`config.mk`:
```
export PLATFORM = sky130hd
export DESIGN_NAME = msp_ctrl
export DESIGN_NICKNAME = d
export VERILOG_FILES = /design/src/sv/msp_pkg.sv /design/src/sv/msp_ctrl.sv
export SDC_FILE = /design/constraint.sdc
export NUM_CORES = 1
export LEC_CHECK = 0
export BUFFER_PORTS_ARGS = -buffer_cell sky130_fd_sc_hd__buf_4
export CELL_PAD_IN_SITES_DETAIL_PLACEMENT = 1
export CELL_PAD_IN_SITES_GLOBAL_PLACEMENT = 1
export CORE_AREA = 2 2 39 41
export DETAILED_ROUTE_END_ITERATION = 6
export DIE_AREA = 0 0 41 43
export HOLD_SLACK_MARGIN = 0.12
export MAX_ROUTING_LAYER = met4
export PLACE_DENSITY = 0.5
export SLEW_MARGIN = 5
export SYNTH_ARGS = -nofsm -noshare
export SYNTH_HDL_FRONTEND = slang
export SYNTH_SLANG_ARGS = --single-unit
```
`constraint.sdc`:
```
create_clock -name clk -period 2.6 [get_ports clk]
set_clock_uncertainty 0.1 [all_clocks]
set_input_delay 0.65 -clock clk [delete_from_list [all_inputs] [get_ports clk]]
set_output_delay 0.65 -clock clk [all_outputs]
set_load 0.01 [all_outputs]
```
`src/sv/msp_pkg.sv`:
```
// ----------------------------------------------------------------------------
// msp_pkg: shared types and constants for the exact maximum prefix sum unit
// Item structs, controller states and the command/status bundles between the
// controller and the datapath.
// ----------------------------------------------------------------------------
`default_nettype none

package msp_pkg;

  localparam logic [63:0] EXP_INF      = 64'h7FF0_0000_0000_0000;
  localparam logic [10:0] EXP_ALL_ONES = 11'h7FF;

  typedef struct packed {
    logic [63:0] value;
    logic        first;
  } in_item_t;

  typedef struct packed {
    logic [31:0] best_index;
    logic [63:0] best_rounded;
    logic [63:0] sum_rounded;
    logic        invalid_seen;
  } out_item_t;

  typedef enum logic [2:0] {
    ST_IDLE,
    ST_SETUP,
    ST_RUN,
    ST_NLOAD,
    ST_NORM,
    ST_ROUND,
    ST_EMIT
  } state_t;

  typedef struct packed {
    logic load;
    logic setup;
    logic step;
    logic norm_load;
    logic norm_step;
    logic round;
    logic emit;
  } cmd_t;

  typedef struct packed {
    logic in_bad;
    logic last_limb;
    logic norm_done;
    logic out_free;
  } status_t;

endpackage

`default_nettype wire

```
`src/sv/msp_ctrl.sv`:
```
// ----------------------------------------------------------------------------
// msp_ctrl: sequencing state machine
// Steps one item through set-up, the limb pass, normalising, rounding and
// hand-over to the output register; an infinity or NaN item skips to hand-over.
// ----------------------------------------------------------------------------
`default_nettype none

module msp_ctrl
  import msp_pkg::*;
(
  input  wire logic    clk,
  input  wire logic    rst,
  input  wire logic    in_valid,
  output logic         in_ready,
  input  wire status_t status,
  output cmd_t         cmd
);

  state_t state, state_next;

  always_ff @(posedge clk) begin
    if (rst) begin
      state <= ST_IDLE;
    end else begin
      state <= state_next;
    end
  end

  always_comb begin
    state_next = state;
    cmd        = '0;
    in_ready   = 1'b0;
    case (state)
      ST_IDLE: begin
        in_ready = 1'b1;
        if (in_valid) begin
          cmd.load   = 1'b1;
          state_next = status.in_bad ? ST_EMIT : ST_SETUP;
        end
      end
      ST_SETUP: begin
        cmd.setup  = 1'b1;
        state_next = ST_RUN;
      end
      ST_RUN: begin
        cmd.step = 1'b1;
        if (status.last_limb) begin
          state_next = ST_NLOAD;
        end
      end
      ST_NLOAD: begin
        cmd.norm_load = 1'b1;
        state_next    = ST_NORM;
      end
      ST_NORM: begin
        if (status.norm_done) begin
          state_next = ST_ROUND;
        end else begin
          cmd.norm_step = 1'b1;
        end
      end
      ST_ROUND: begin
        cmd.round  = 1'b1;
        state_next = ST_EMIT;
      end
      ST_EMIT: begin
        if (status.out_free) begin
          cmd.emit   = 1'b1;
          state_next = ST_IDLE;
        end
      end
      default: begin
        state_next = ST_IDLE;
      end
    endcase
  end

endmodule

`default_nettype wire

```
==> reports/metrics.cfg, run 1 <==
[outcome]
status=complete, no violations

[routing]
antenna_left=0
drt_first_pass_iters=2
via_per_inst=4.34
drt-initial-drc-count=1
num_vias=256
detail_route.wl_per_cell_um=11.2
drt-total-wl_um=658
drc=0

[flow_run]
maxCapViolCount=0

[setup_path]
cp.required_ns=1.85
crit_arrival_ns=1.26
critPathCaptureType=output pin
cp-startpoint=state[1]
r2r_start=state[1]
reg2regPathDepth=3
path_max_fanout=14
regToRegEndpoint=state[0]
crit_type=register to output pin
start_kind=register
regToRegSetupSlack_ns=1.29

[floorplanning]
die_area_mm2=0.00176
num_rows=14
die_w_um=41
start_util=0.168
die_y_um=43
core_area_mm2=0.00138
io_pins=15

[placed_design]
io_buffers=14
dp_hpwl_um=500
place_congestion=0.758
dp_cells=55
dp_slack_ns=0.650
placed_area_um2=334

[yosys]
yosysUniqueCellTypes=19
ys_seq_area_frac=0.258
synthesis.instances=28
ys_seq_elements=3
syn_area_um2=233
post_synth.cell_area_avg_um2=8.31
syn_nets=35
synth_area_leaders=dfxtp_1, nor3b_1, a221oi_1
synth_warnings=0
synth_top_area_frac=0.258
synth_top_cell_by_area=dfxtp_1

[min_path]
holdPathStages=2
worstHoldStart=state[2]
min_to=state[2]
hold_path.class=register to register

[timing]
whs_ns=0.504
finalCritPeriodShare=0.772
worst_slew_pin_slew_ns=0.405
fin_crit_ns=2.01
final_hold_viol_count=0
fmax_ghz=0.498
report.final.slew_viol_count=0
tns_ns=0
setup_slack_ns=0.592
maxSlewHeadroom=0.730
finalSetupViolCount=0
rsz0062_at_grt=no

[clock_tree]
cts_made_buffers=3
clk_pin_slew_ns=0.03
clock_latency_ns=0.23
clkSinkCount=3
postCtsResizedCells=0
tritoncts=yes
cts_root_buf=clkbuf_4
hold_buffers=0
htreeDepth=1
max-clock-path-buffers=2
cts_setup_buffers=0

[layout]
seqCellArea_um2=60.1
fin_area_um2=360
drive_gt1_frac=0.465
final.fill_count=180
finalCoreUtilization=0.260
area_growth_pct=54.8
top_regs=state x3
diodes=0
fin_cells=59
final_common_cell=buf_4
regMostFlops=state
final_cell_mix=buf_4, nor3b_1, nand2_1, clkbuf_4, dfxtp_1
largest_reg_flops=3
multi_input_area_um2=149
nets=51

[power]
ir_worst_vdd_uv=137
p_leak_nw=0.159
p_per_area_mw_per_mm2=612
finalPower_uw=221

[global_route]
gr-total-overflow=0
grt_pass1_wl_mm=1.18
antenna_found_initial=0
grt_pass1_vias=288
track_usage=0.0997
grt_max_degree=15

-- cell type report --
type / count / area share
Multi-Input combinational cell: 22 / 0.413
Clock buffer: 4 / 0.0729
Sequential cell: 3 / 0.167
Timing Repair Buffer: 14 / 0.292
Tap cell: 16 / 0.0556
-- worst max-delay path, stage by stage, from the launching register on --
cell	delay, ns
dfxtp_1	0.55
nand2_1	0.12
nor3b_1	0.20
buf_4	0.15
-- worst max path at each step --
stage,endpoint,slack [ns]
floorplan,cmd[2],0.76
global placement,cmd[2],0.69
detailed placement,cmd[2],0.65
CTS,cmd[0],0.56
global route,cmd[0],0.43
finish,cmd[0],0.59
-- where the power goes --
group	internal [mW]	switching (mW)	total [mW]
combinational	0.0412	0.0288	0.0700
clock	0.0573	0.0208	0.0781
sequential	0.0529	0.0195	0.0724
total	0.151	0.0691	0.221
-- cell usage after synthesis --
cell and n:
buf_2 1, buf_4 1, a31oi_1 1, nor3_1 1, and3b_2 1, a2111oi_2 1, a21oi_1 1, o21ai_0 2
nor4b_1 1, dfxtp_1 3, a221oi_1 2, and3b_1 1, nor2_1 2, nand2b_1 1, and2_1 1, nand2_1 3
a21o_2 1, nor3b_1 3, buf_6 1
-- routing by layer --
layer	global-route usage	vias up	part of all wire
li1	-	135	-
met5	-	-	0
met2	0.156	5	0.53
met4	0.0200	0	0
met1	0.112	116	0.43
met3	0.0471	0	0.038
-- kinds of logic after synthesis --
| family | share of synthesized area |
|---|---|
| buffers and inverters | 0.102 |
| flip-flops | 0.258 |
| AND/OR/NAND/NOR | 0.371 |
| AO/OA/AOI/OAI | 0.269 |
No activity file was read; power rests on OpenSTA's default activity.
==> run 2: changes to the inputs <==
Settings changed: ABC_AREA set to 1, CORE_AREA 2 2 39 41 to not set, CORE_MARGIN set to 2, CORE_UTILIZATION set to 23, DIE_AREA 0 0 41 43 to not set, PLACE_DENSITY 0.5 to 0.65.
Clock period 2.6 ns to 1.73 ns, I/O delays scaled along.
==> reports/metrics.cfg, run 2 <==
[outcome]
status=complete, no violations

[setup_path]
crit_type=register to output pin
cp.required_ns=1.20  ; -0.65 ns
start_kind=register
critPathCaptureType=output pin
path_max_fanout=6  ; -8
crit_arrival_ns=1.09  ; -0.17 ns

[global_route]
track_usage=0.109  ; +0.00906
antenna_found_initial=0  ; unchanged
grt_max_degree=9  ; -6
gr-max-usage-layer=met2
grt_use_met2=0.157  ; +0.00101
grt_pass1_wl_mm=1.11  ; -5.9%
grt_pass1_vias=282  ; -2.1%
grt_use_met3=0.0667  ; +0.0195
grt.met1_usage=0.136  ; +0.0236
gr-total-overflow=0  ; unchanged

[power]
p_leak_nw=0.262  ; +65%
ir_worst_vdd_uv=697  ; +410%
p_per_area_mw_per_mm2=1800  ; +190%
finalPower_uw=790  ; +260%

[yosys]
async_reset_ff_frac=0  ; unchanged
ys_seq_elements=3  ; unchanged
ys_seq_area_frac=0.201  ; -0.0572
synth_warnings=0  ; unchanged
yosysUniqueCellTypes=15  ; -4
post_synth.cell_area_avg_um2=5.86  ; -29%
synth_flop_cell=dfxtp_1
synthesis.instances=51  ; +82%
ys_top_cells_by_count=nand2_1, nor2_1, inv_1, dfxtp_1, nand3_2
yosysMostFrequentCell=nand2_1
synth_edf_count=0  ; unchanged
syn_area_um2=299  ; +28%
synth_area_leaders=dfxtp_1, nand2_1, nor2_1
synth_top_cell_by_area=dfxtp_1
syn_nets=58  ; +66%
synth_top_area_frac=0.201  ; -0.0572

[clock_tree]
clock_latency_ns=0.23  ; about the same
clk_pin_slew_ns=0.04  ; about the same
cts_root_buf=clkbuf_4
cts_setup_buffers=0  ; unchanged
clkSinkCount=3  ; unchanged
max-clock-path-buffers=2  ; unchanged
htreeDepth=1  ; unchanged
tritoncts=yes
cts_made_buffers=3  ; unchanged

[timing]
finalSetupViolCount=0  ; unchanged
final_hold_viol_count=0  ; unchanged
tns_ns=0  ; unchanged
whs_ns=0.270  ; -0.234 ns
maxSlewHeadroom=0.840  ; +0.110
fmax_ghz=0.618
fin_crit_ns=1.62
finalCritPeriodShare=0.936
rsz0062_at_grt=no
worst_slew_pin_slew_ns=0.240  ; -0.165 ns
report.final.slew_viol_count=0  ; unchanged

[routing]
drt-total-wl_um=699  ; +6.2%
drt_first_pass_iters=2  ; unchanged
antenna_left=0  ; unchanged
num_vias=329  ; +29%
via_per_inst=4.01  ; -7.5%
drc=0  ; unchanged
drt-initial-drc-count=4  ; +3
detail_route.wl_per_cell_um=8.52  ; -24%

[layout]
diodes=0  ; unchanged
top_regs=state x3
nets=76  ; +49%
regMostFlops=state
area_growth_pct=46.9
largest_reg_flops=3  ; unchanged
final_cell_mix=buf_4, nand2_1, nor2_1
fin_area_um2=439  ; +22%
drive_gt1_frac=0.412  ; -0.0534
final_common_cell=buf_4

[floorplanning]
core_area_mm2=0.00116  ; -16%
start_util=0.259  ; +0.0905
die_w_um=40.1  ; -2.3%
io_pins=15  ; unchanged
die_y_um=40.1  ; -6.8%
num_rows=12  ; -2
die_area_mm2=0.00160  ; -9.0%

[placed_design]
place_congestion=0.735  ; -3.0%
dp_hpwl_um=582  ; +16%
placed_area_um2=410  ; +23%
io_buffers=14  ; unchanged

[min_path]
hold_path.class=input port to register

[flow_run]
maxCapViolCount=0  ; unchanged

run 2: changes by cell type in the layout (fill, tap and decap cells not counted), moves of 3 or more:
cell	previous run	this run
nor3b_1	3	0
nor2_1	2	11
nand3_2	0	3
inv_1	0	10
nand2_1	3	13
run 2: final timing paths:
path	startpoint	depth (start not counted)	end	slack (ns)
max	state[2]	4	cmd[4]	0.11
min	rst	2	state[0]	0.27
max reg2reg	state[2]	6	state[2]	0.50
min reg2reg	state[1]	2	state[1]	0.48
run 2: logic make-up after synthesis:
group,synth area share
simple gates,0.590
compound gates,0.0334
flops,0.201
buf+inv,0.176
run 2: layer usage:
metal	vias up	routed length, µm
li1	181	-
met1	140	335
met2	8	322
met3	0	41
met4	0	0
met5	-	0
run 2: area by class of cell:
cell class,instances,area [µm²]
Inverter,11,41.3
Sequential cell,3,62.6
Multi-Input combinational cell,36,186
Timing Repair Buffer,14,105
Tap cell,14,17.5
Fill cell,160,717
Clock buffer,4,26.3
run 2: where the power goes:
part | internal [mW] | switching (mW) | total (mW)
sequential | 0.107 | 0.0677 | 0.175
clock | 0.0864 | 0.0365 | 0.123
combinational | 0.216 | 0.276 | 0.492
total | 0.410 | 0.380 | 0.790
run 2: worst max-delay path: stages (launching register included):
cell,delay (ns)
dfxtp_1,0.37
nor2_1,0.22
nand2_1,0.10
inv_1,0.06
buf_4,0.11
run 2: timing repair:
| action | in CTS | in global routing |
|---|---|---|
| setup endpoints to repair | 0 | 3 |
| gates resized for setup | 0 | 2 |
| hold buffers | 0 | 0 |
run 2: metrics by stage:
stage	util	setup slack [ns]	std cells
2_1_floorplan	-	0.398	51
3_3_place_gp	0.355	0.313	78
3_5_place_dp	0.355	0.291	78
4_1_cts	0.378	0.0408	82
5_1_grt	0.380	0.0245	82
6_report	0.380	0.111	82
